$ cat config.mk
export PLATFORM = sky130hd
export DESIGN_NAME = lkcd_ctrl
export DESIGN_NICKNAME = d
export VERILOG_FILES = /design/src/hdl/lkcd_pkg.sv /design/src/hdl/lkcd_ctrl.sv
export SDC_FILE = /design/constraint.sdc
export NUM_CORES = 1
export LEC_CHECK = 0
export ABC_AREA = 1
export ABC_CLOCK_PERIOD_IN_PS = 2240
export BUFFER_PORTS_ARGS = -buffer_cell sky130_fd_sc_hd__buf_2
export CAP_MARGIN = 20
export CELL_PAD_IN_SITES_DETAIL_PLACEMENT = 1
export CELL_PAD_IN_SITES_GLOBAL_PLACEMENT = 1
export CORE_MARGIN = 5
export CORE_UTILIZATION = 33
export CTS_BUF_LIST = sky130_fd_sc_hd__clkbuf_4 sky130_fd_sc_hd__clkbuf_8
export CTS_CLUSTER_SIZE = 40
export DETAILED_ROUTE_END_ITERATION = 16
export GPL_TIMING_DRIVEN = 0
export PLACE_DENSITY_LB_ADDON = 0.25
export SLEW_MARGIN = 10
export SYNTH_ARGS = -nofsm -noshare
export SYNTH_HDL_FRONTEND = slang
export SYNTH_SLANG_ARGS = --single-unit
$ cat constraint.sdc
create_clock -name clk -period 2.24 [get_ports clk]
set_input_delay 0.224 -clock clk [delete_from_list [all_inputs] [get_ports clk]]
set_output_delay 0.224 -clock clk [all_outputs]
set_load 0.02 [all_outputs]
$ cat src/hdl/lkcd_pkg.sv
// Shared types and constants for the LRU key cache directory.
// No dependencies.
package lkcd_pkg;
    localparam int ENTRIES = 32;
    localparam int SLOT_W = $clog2(ENTRIES);
    localparam int CNT_W = $clog2(ENTRIES + 1);
    localparam int CAP_W = 6;
    localparam int KEY_W = 64;

    typedef enum logic [1:0] {
        KIND_BYPASS = 2'd0,
        KIND_HIT    = 2'd1,
        KIND_INSERT = 2'd2,
        KIND_EVICT  = 2'd3
    } kind_t;

    typedef enum logic [2:0] {
        ST_IDLE,
        ST_LOOKUP,
        ST_EVICT,
        ST_INSERT,
        ST_OUT
    } state_t;

    // controller to datapath
    typedef struct packed {
        logic load;      // capture request key
        logic lookup;    // register hit result and hit slot
        logic touch;     // make hit slot most recent
        logic evict;     // drop victim slot
        logic insert;    // write key into free slot
    } cmd_t;

    // datapath to controller
    typedef struct packed {
        logic            hit;
        logic [SLOT_W-1:0] hit_slot;
        logic [SLOT_W-1:0] victim_slot;
        logic [SLOT_W-1:0] free_slot;
        logic            must_evict;
        logic            cap_zero;
    } status_t;
endpackage

$ cat src/hdl/lkcd_ctrl.sv
// Request sequencer: lookup, eviction loop, insertion and result register.
// Depends on lkcd_pkg.
module lkcd_ctrl (
    input  logic clk,
    input  logic rst_n,
    input  logic req_valid,
    input  logic req_bypass,
    output logic req_ready,
    output logic res_valid,
    input  logic res_ready,
    output logic [1:0] res_kind,
    output logic [4:0] res_slot,
    output logic res_last,
    input  lkcd_pkg::status_t status,
    output lkcd_pkg::cmd_t cmd
);
    lkcd_pkg::state_t state_reg, state_next;
    logic [1:0] kind_reg, kind_next;
    logic [4:0] slot_reg, slot_next;
    logic last_reg, last_next;
    logic settle_reg, settle_next;

    assign res_valid = (state_reg == lkcd_pkg::ST_OUT);
    assign res_kind = kind_reg;
    assign res_slot = slot_reg;
    assign res_last = last_reg;
    assign req_ready = (state_reg == lkcd_pkg::ST_IDLE);

    always_ff @(posedge clk or negedge rst_n)
    begin
        if (!rst_n)
        begin
            state_reg <= lkcd_pkg::ST_IDLE;
            settle_reg <= 1'b0;
        end
        else
        begin
            state_reg <= state_next;
            settle_reg <= settle_next;
        end
    end

    always_ff @(posedge clk)
    begin
        kind_reg <= kind_next;
        slot_reg <= slot_next;
        last_reg <= last_next;
    end

    always_comb
    begin
        state_next = state_reg;
        kind_next = kind_reg;
        slot_next = slot_reg;
        last_next = last_reg;
        settle_next = 1'b0;
        cmd = '0;
        unique case (state_reg)
            lkcd_pkg::ST_IDLE:
            begin
                if (req_valid)
                begin
                    if (req_bypass || status.cap_zero)
                    begin
                        kind_next = lkcd_pkg::KIND_BYPASS;
                        slot_next = '0;
                        last_next = 1'b1;
                        state_next = lkcd_pkg::ST_OUT;
                    end
                    else
                    begin
                        cmd.load = 1'b1;
                        state_next = lkcd_pkg::ST_LOOKUP;
                    end
                end
            end
            lkcd_pkg::ST_LOOKUP:
            begin
                cmd.lookup = 1'b1;
                state_next = lkcd_pkg::ST_EVICT;
                settle_next = 1'b1;
            end
            lkcd_pkg::ST_EVICT:
            begin
                // settle: registered victim/free slots lag the store
                if (!settle_reg)
                    settle_next = 1'b1;
                else if (status.hit)
                begin
                    cmd.touch = 1'b1;
                    kind_next = lkcd_pkg::KIND_HIT;
                    slot_next = status.hit_slot;
                    last_next = 1'b1;
                    state_next = lkcd_pkg::ST_OUT;
                end
                else if (status.must_evict)
                begin
                    cmd.evict = 1'b1;
                    kind_next = lkcd_pkg::KIND_EVICT;
                    slot_next = status.victim_slot;
                    last_next = 1'b0;
                    state_next = lkcd_pkg::ST_OUT;
                end
                else
                    state_next = lkcd_pkg::ST_INSERT;
            end
            lkcd_pkg::ST_INSERT:
            begin
                cmd.insert = 1'b1;
                kind_next = lkcd_pkg::KIND_INSERT;
                slot_next = status.free_slot;
                last_next = 1'b1;
                state_next = lkcd_pkg::ST_OUT;
            end
            lkcd_pkg::ST_OUT:
            begin
                if (res_ready)
                begin
                    if (last_reg)
                        state_next = lkcd_pkg::ST_IDLE;
                    else
                        state_next = lkcd_pkg::ST_EVICT;
                end
            end
            default: state_next = lkcd_pkg::ST_IDLE;
        endcase
    end
endmodule

# Word-level counts from Yosys, hierarchy flattened
# Index checks and enable logic that the tools add are counted.
dict set report word_totals {
  reg_bits 12
  in_bits 23
}
dict set report op_classes {
  n_eq_ne 9
  n_mux 38
  reduce_logical 5
}
# operator count
set ops {}
lappend ops {{5-bit two-way mux} 5}
lappend ops {{3-bit two-way mux} 6}
lappend ops {{2-bit two-way mux} 8}
lappend ops {{3-bit case mux with 5 select lines} 1}
lappend ops {{5-bit case mux with 3 select lines} 1}
lappend ops {{1-bit two-way mux} 14}
lappend ops {{3-bit by 2-bit equality test with 1-bit output (second input constant)} 2}
lappend ops {{2-bit case mux with 3 select lines} 1}
lappend ops {{5-bit AND reduction} 1}
lappend ops {{2-bit by 1-bit inequality test with 1-bit output (second input constant)} 2}
lappend ops {{2-bit inequality test (second input constant)} 2}
lappend ops {{3-bit by 1-bit equality test with 1-bit output (second input constant)} 1}
lappend ops {{3-bit equality test (second input constant)} 1}
lappend ops {{3-bit logical NOT} 1}
lappend ops {{3-bit inequality test (second input constant)} 1}
lappend ops {{1-bit case mux with 3 select lines} 1}
lappend ops {{3-bit AND reduction} 1}
lappend ops {{3-bit nonzero test} 1}
lappend ops {{1-bit case mux with 2 select lines} 1}
lappend ops {{1-bit logical OR} 1}

# Depth between registers and ports, before layout
# Gate-level depths: netlist (run 1).
dict set report depth {
  word_depth 4
  depth_mapped 6
}

# Worst setup path after synthesis (run 1)
# No wires, ideal clock.
dict set report synth_timing {
  path_kind {register -> output}
  from {reg state_reg[1]}
  to {out cmd[4] (netlist name)}
  arrival_ps 1463
  required_time_ps 2016
  setup_slack_ps 553
  stages_incl_launch_ff 4
  path_cell_list {dfrtp_1 nor3_1 nand2_1 nor2_1}
}
# element line_no
set synth_lines {}
lappend synth_lines {{start, declared} lkcd_ctrl.sv:17} ;# lkcd_pkg::state_t state_reg, state_next;
lappend synth_lines {{start signal, assigned} lkcd_ctrl.sv:33} ;# state_reg <= lkcd_pkg::ST_IDLE;
lappend synth_lines {{start signal, assigned} lkcd_ctrl.sv:38} ;# state_reg <= state_next;
lappend synth_lines {{end, declared} lkcd_ctrl.sv:15} ;# output lkcd_pkg::cmd_t cmd

==> out/qor.csv, run 1 <==
stage;metric;value;unit
worst_setup_path;cell mode on critical path;nor2_4;
global_routing;first-pass GRT wire length;3260;um
clock_network;clk sinks;12;
placement;dpl hpwl;1600;um
global_routing;All-Layer GR Usage;13.3;%
logic_synthesis;library cells used by synthesis;16;
worst_setup_path;WP data required;2.02;ns
floorplan;Core ar.;1960;um^2
logic_synthesis;synthesized area per cell;8.30;um^2
worst_setup_path;max incr delay on CP;0.47;ns
clock_network;CTS buffer count;3;
floorplan;die width;55.4;um
route;vias per cell;4.50;
final_layout;nets;148;
logic_synthesis;largest family of logic cells by synthesized area;simple AND/OR/NAND/NOR gates;
global_routing;vias in the first global route;714;
sta;skew final;0.00610;ns
clock_network;clock-pin slew on the worst setup and hold paths;0.07;ns
power;switching share of power;43.7;%
floorplan;Starting Density;34.7;%
power;worst vdd ir;0.430;mV
final_layout;# diodes;0;
worst_setup_path;Crit path buffers/inverters;2;
global_routing;largest net degree at the start of global routing;9;
logic_synthesis;Post-Synth XOR/XNOR Area;0;%
sta;Highest Clock Rate;0.558;GHz
sta;fin crit share;79.9;%
clock_network;H-tree Lvls;1;
status;status;finished clean;
sta;RSZ-0062 raised after global routing;no;
route;Antenna Violating Nets Remaining;0;
clock_network;worst-skew pair later-pin latency;0.26;ns
logic_synthesis;post-synthesis adder-cell area fraction;0;%
logic_synthesis;Mapped Cells;82;
worst_setup_path;CP Launch Type;register;
power;Seq pwr share;39.1;%
route;First-pass DRT Iterations;3;
floorplan;Top Ports;38;
power;LEAKAGE;0.524;nW
final_layout;max reg flops;5;
logic_synthesis;Mapped Nets;105;
worst_setup_path;CP Max Fanout;6;
clock_network;Root Buffer;clkbuf_4;
floorplan;die area;3070;um^2
logic_synthesis;Synth Register Bits;12;
power;PwrDens;1130;nW/um^2
floorplan;row cnt;16;
worst_setup_path;CP max stage cell;dfrtp_1;
route;final wirelength;1850;um
logic_synthesis;sequential fraction of the synthesis area;50.0;%
sta;Setup Viol. Count Final;0;
power;switching power;0.465;mW
worst_setup_path;CP Cell Sequence;nor2_4 -> nand2_2 -> nor2_4 -> inv_2 -> nor3_2 -> buf_2;
global_routing;initial antenna violation count;0;
power;Internal;0.600;mW
route;initial drt markers;22;
min_path;class of the worst hold path;in -> reg;
placement;GP Congestion;0.792;
route;Via Count;680;
logic_synthesis;Syn. warnings;0;
run;total of max-cap violations;0;
worst_setup_path;Critical Path Sink Type;output pin;
route;Routed WL per cell;12.3;um
clock_network;post-CTS sizing;0;
final_layout;share of cells above drive strength 1;42.7;%
logic_synthesis;mapped cell area;681;um^2
worst_setup_path;WS Path Type;reg -> out;
power;Clock Power Share;15.5;%
logic_synthesis;post-synthesis compound-gate area fraction;0.735;%
sta;final setup TNS;0;ns
route;# DRC;0;
clock_network;Max clock buf depth;2;
worst_setup_path;Top delay family on crit path;simple AND/OR/NAND/NOR gates;
floorplan;DIE HEIGHT;55.4;um
final_layout;design area;946;um^2
logic_synthesis;mux cell area share after synthesis;0;%
clock_network;CTS tree;yes;
global_routing;total gr overflow;0;
power;Gate power share;45.5;%
final_layout;most frequent cells in the layout;buf_2 (37), nand2_1 (26), inv_1 (11), nand3_1 (11), edfxtp_1 (8);
sta;minimum clock period;1.79;ns
final_layout;most common cell after layout, fill and taps aside;buf_2;
sta;relative slew slack;79.9;%
final_layout;area grow syn2layout;39.0;%
placement;PortBufs;37;
sta;count of final hold-check violations;0;
worst_setup_path;CP arrival;1.57;ns
sta;Slew Viols, Final;0;
logic_synthesis;Post-Synth Simple-Gate Area;41.5;%
sta;Worst Max-Slew Pin Slew;0.301;ns
placement;Placed Area;900;um^2
-- layer usage --
metal / part of all wire, % / global-route usage [%] / wire length (um)
met2: 50 / 21.3 / 917
met3: 5.1 / 2.80 / 95
met5: 0 / 0 / 0
met1: 44 / 16.9 / 817
met4: 1.0 / 6.25 / 19
-- worst paths after layout --
check / from / end / slack, ns / cells past startpoint
worst max-delay path: state_reg[0] / cmd[1] / 0.45 / 6
max in group asynchronous: rst_n / state_reg[1] / 1.84 / 2
worst min-delay path: res_ready / state_reg[2] / 0.21 / 4
min in group asynchronous: rst_n / state_reg[2] / 0.28 / 2
worst max register to register: state_reg[2] / res_slot[2] / 0.68 / 6
worst min register to register: settle_reg / settle_reg / 0.65 / 3
-- power by group through the flow --
stage	clock, mW	sequential [mW]	combinational, mW
2_1_floorplan	0	0.496	0.242
3_3_place_gp	0	0.412	0.481
3_5_place_dp	0	0.421	0.489
4_1_cts	0.169	0.416	0.493
5_1_grt	0.183	0.428	0.541
6_report	0.165	0.416	0.484
-- timing repair --
action,4_1_cts,5_1_grt
setup buffers,0,0
hold endpoints to repair,4,0
hold buffers,1,0
endpoints found under the setup margin,0,0
-- synth_stat cells --
master | number | area (um^2)
a21oi_1 | 1 | 5.00
and2_1 | 1 | 6.26
dfrtp_1 | 4 | 100
edfxtp_1 | 8 | 240
inv_1 | 11 | 41.3
inv_2 | 3 | 11.3
nand2_1 | 26 | 97.6
nand2_2 | 1 | 6.26
nand3_1 | 11 | 55.1
nand3b_1 | 2 | 15.0
nor2_1 | 4 | 15.0
nor2_2 | 4 | 25.0
nor2_4 | 2 | 22.5
nor2_8 | 1 | 20.0
nor3_1 | 2 | 10.0
nor3_2 | 1 | 10.0
-- worst register-to-register path, delay by kind of cell, from the launching register on --
family	cells	cell delay, ns
flip-flops	1	0.51
AND/OR/NAND/NOR	5	0.48
buffers and inverters	1	0.25
-- per-stage QoR --
stage                     hold slack (ns)  setup slack [ns]  instances  util [%]  power [mW]
after floorplan                   -0.0716             0.553         82         -       0.738
after global routing                0.232             0.261        151      48.2        1.15
after CTS                           0.209             0.422        151      48.2        1.08
after detailed placement           0.0315             0.681        146      45.9       0.911
after global placement             0.0262             0.727        146      45.9       0.894
final                               0.211             0.449        151      48.2        1.06
-- layout make-up --
class,instances,area (um^2)
Multi-Input combinational cell,56,288
Timing Repair Buffer,38,195
Fill cell,268,1020
Tap cell,27,33.8
Sequential cell,12,340
Clock buffer,4,36.3
Inverter,14,52.6
-- logic make-up after synthesis --
| kind of cell | after synthesis |
|---|---|
| simple gates | 55 |
| buf+inv | 14 |
| compound gates | 1 |
| flops | 12 |
Power figures use the tool's default switching activity.
==> inputs of run 2 (changes only) <==
ABC_AREA = 0   (was 1)
ABC_CLOCK_PERIOD_IN_PS = 1700   (was 2240)
clock period = 1.7 ns   (was 2.24 ns; I/O delays follow)
==> out/qor.csv, run 2 <==
stage;metric;value;unit;change
logic_synthesis;mapped cell area;728;um^2;was 681 um^2
logic_synthesis;post-synth top area cell;edfxtp_1;;unchanged
logic_synthesis;Mapped Cells;71;;was 82
logic_synthesis;EDFF count, synth;8;;unchanged
placement;PortBufs;36;;was 37
final_layout;# diodes;0;;unchanged
sta;fin worst setup slack;0.0122;ns;was 0.449 ns
sta;final hold slack;0.0853;ns;was 0.211 ns
route;# DRC;0;;unchanged
logic_synthesis;top cell type's share of synthesized area;33.0;%;was 35.3%
worst_setup_path;cell mode on critical path;buf_4;;was nor2_4
route;met3 WL;181;um;was 95 um
global_routing;first-pass GRT wire length;3850;um;was 3260 um
route;vias per cell;4.99;;was 4.50
final_layout;nets;147;;was 148
route;Routed WL per cell;15.7;um;was 12.3 um
logic_synthesis;Synth Flop Type;edfxtp_1;;unchanged
sta;Setup Viol. Count Final;0;;unchanged
worst_setup_path;CP max stage cell;dfrtp_1;;unchanged
route;Antenna Violating Nets Remaining;0;;unchanged
sta;minimum clock period;1.69;ns;
worst_setup_path;Stages on worst setup path;6;;unchanged
power;LEAKAGE;0.530;nW;was 0.524 nW
power;worst vdd ir;0.685;mV;was 0.430 mV
route;Metal-1 WL;912;um;was 817 um
final_layout;max reg flops;5;;unchanged
worst_setup_path;CP startpoint;state_reg[1];;was state_reg[0]
sta;Highest Clock Rate;0.592;GHz;
worst_setup_path;Crit path buffers/inverters;3;;was 2
global_routing;initial antenna violation count;0;;unchanged
clock_network;Root Buffer;clkbuf_4;;unchanged
sta;relative slew slack;69.5;%;was 79.9%
worst_setup_path;r2r startpoint;state_reg[1];;was state_reg[2]
final_layout;FF+latch area;342;um^2;was 340 um^2
clock_network;CTS buffer count;3;;unchanged
worst_setup_path;CP Cell Sequence;buf_4 -> nor3b_4 -> buf_4 -> and2_1 -> nor3_4 -> buf_6;;was nor2_4 -> nand2_2 -> nor2_4 -> inv_2 -> nor3_2 -> buf_2
final_layout;most common cell after layout, fill and taps aside;buf_2;;unchanged
worst_setup_path;CP Capture Point;res_slot[2];;was cmd[1]
route;First-pass DRT Iterations;4;;was 3
power;power consumption;1.83;mW;was 1.06 mW
floorplan;Core ar.;2150;um^2;was 1960 um^2
final_layout;area grow syn2layout;60.1;%;was 39.0%
floorplan;die area;3250;um^2;was 3070 um^2
run;total of max-cap violations;0;;unchanged
floorplan;Top Ports;38;;unchanged
worst_setup_path;RR Endpoint;res_slot[2];;unchanged
clock_network;clk sinks;12;;unchanged
sta;skew final;0.00536;ns;was 0.00610 ns
worst_setup_path;Reg2Reg Depth;6;;unchanged
sta;count of final hold-check violations;0;;unchanged
logic_synthesis;sequential fraction of the synthesis area;46.7;%;was 50.0%
clock_network;Max clock buf depth;2;;unchanged
floorplan;row cnt;17;;was 16
worst_setup_path;WP data required;1.70;ns;was 2.02 ns
logic_synthesis;count leader, synth;nand2_1;;unchanged
sta;fin crit share;99.3;%;
global_routing;All-Layer GR Usage;15.2;%;was 13.3%
worst_setup_path;Critical Path Sink Type;register;;was output pin
worst_setup_path;CP Max Fanout;6;;unchanged
final_layout;share of cells above drive strength 1;58.5;%;was 42.7%
clock_network;worst-skew pair later-pin latency;0.28;ns;was 0.26 ns
floorplan;Starting Density;33.9;%;was 34.7%
final_layout;Multi-input gate area;402;um^2;was 288 um^2
clock_network;CTS tree;yes;;unchanged
status;status;finished clean;;unchanged
route;initial drt markers;9;;was 22
final_layout;Fill cells;263;;was 268
logic_synthesis;synthesized area per cell;10.3;um^2;was 8.30 um^2
worst_setup_path;WS Path Type;reg -> reg;;was reg -> out
floorplan;DIE HEIGHT;57.0;um;was 55.4 um
global_routing;total gr overflow;0;;unchanged
clock_network;H-tree Lvls;1;;unchanged
logic_synthesis;Mapped Nets;94;;was 105
power;PwrDens;1570;nW/um^2;was 1130 nW/um^2
sta;Worst Max-Slew Pin Slew;0.457;ns;was 0.301 ns
logic_synthesis;fraction of registers with async set/reset;33.3;%;unchanged
clock_network;clock-pin slew on the worst setup and hold paths;0.08;ns;was 0.07 ns
route;final wirelength;2360;um;was 1850 um
global_routing;vias in the first global route;819;;was 714
sta;RSZ-0062 raised after global routing;yes;;was no
floorplan;die width;57.0;um;was 55.4 um
worst_setup_path;CP Launch Type;register;;unchanged
logic_synthesis;top cells by count, synth;nand2_1 (11), edfxtp_1 (8), a21oi_1 (7);;was nand2_1 (26), inv_1 (11), nand3_1 (11)
min_path;class of the worst hold path;in -> reg;;unchanged
route;DR WL met2;1210;um;was 917 um
sta;final setup TNS;0;ns;unchanged
worst_setup_path;Top delay family on crit path;simple AND/OR/NAND/NOR gates;;unchanged
route;Via Count;754;;was 680
logic_synthesis;synth top area cells;edfxtp_1 (33%), dfrtp_1 (14%), mux2_2 (7.7%);;was edfxtp_1 (35%), dfrtp_1 (15%), nand2_1 (14%)
worst_setup_path;max incr delay on CP;0.40;ns;was 0.47 ns
global_routing;largest net degree at the start of global routing;11;;was 9
route;Max Used Layer;met4;;unchanged
logic_synthesis;Synth Register Bits;12;;unchanged
placement;GP Congestion;0.752;;was 0.792
placement;Place WS;-0.191;ns;was 0.681 ns
logic_synthesis;library cells used by synthesis;29;;was 16
final_layout;most frequent cells in the layout;buf_2 (34), nand2_1 (11), buf_4 (9), edfxtp_1 (8), a21oi_1 (7);;was buf_2 (37), nand2_1 (26), inv_1 (11), nand3_1 (11), edfxtp_1 (8)
worst_setup_path;CP arrival;1.69;ns;was 1.57 ns
sta;Slew Viols, Final;0;;unchanged
placement;dpl hpwl;1640;um;was 1600 um
worst_setup_path;flop2flop setup slack;0.01;ns;was 0.68 ns
logic_synthesis;Syn. warnings;0;;unchanged
-- run 2: changes by cell type after synthesis, sizes merged, moves of 5 or more --
cell,change
mux2,+5
inv,-12
nand3,-11
nand2,-16
a21oi,+6
nor2,-6
-- run 2: timing repair --
action / in CTS / in global routing
pin swaps: 4 / 3
hold buffers: 1 / 0
hold endpoints to repair: 4 / 0
setup endpoints to repair: 13 / 12
buffers inserted: 9 / 4
gates resized for setup: 4 / 14
-- run 2: how the worst min path moves through the flow --
stage / startpoint / to / slack, ns / depth (start not counted)
2_1_floorplan: rst_n / settle_reg / -0.13 / 0
3_3_place_gp: rst_n / settle_reg / -0.02 / 1
3_5_place_dp: rst_n / state_reg[0] / -0.02 / 1
4_1_cts: res_ready / state_reg[2] / 0.08 / 2
5_1_grt: res_ready / state_reg[2] / 0.09 / 2
6_report: res_ready / state_reg[2] / 0.09 / 2
-- run 2: layer usage --
layer / GRT usage, % / up-vias
met5: 0 / -
met4: 8.28 / 0
met2: 25.3 / 32
met1: 17.7 / 359
li1: - / 357
met3: 4.30 / 6
-- run 2: area by class of cell --
class | instances | share of cell area [%]
Buffer | 4 | 2.90
Timing Repair Buffer | 50 | 27.1
Tap cell | 28 | 3.00
Inverter | 2 | 0.644
Multi-Input combinational cell | 51 | 34.4
Clock buffer | 4 | 2.58
Sequential cell | 12 | 29.3
-- run 2: where the power goes --
part / switching [mW] / internal (mW) / total [mW] / leakage [nW]
clock: 0.0974 / 0.107 / 0.204 / 0.0184
combinational: 0.557 / 0.555 / 1.11 / 0.386
sequential: 0.0670 / 0.443 / 0.510 / 0.126
total: 0.721 / 1.11 / 1.83 / 0.530
-- run 2: cell families after synthesis --
| group | after synthesis | synth area share (%) |
|---|---|---|
| flip-flops | 12 | 46.7 |
| buffers and inverters | 8 | 5.50 |
| AO/OA/AOI/OAI | 14 | 13.9 |
| AND/OR/NAND/NOR | 31 | 24.7 |
| multiplexers | 6 | 9.11 |
-- run 2: per-stage QoR --
step,instance area (um^2),cells,util (%)
after detailed placement,966,135,45.0
after CTS,1080,147,50.1
final,1170,151,54.3
after floorplan,751,71,-
after global placement,966,135,45.0
after global routing,1170,151,54.3
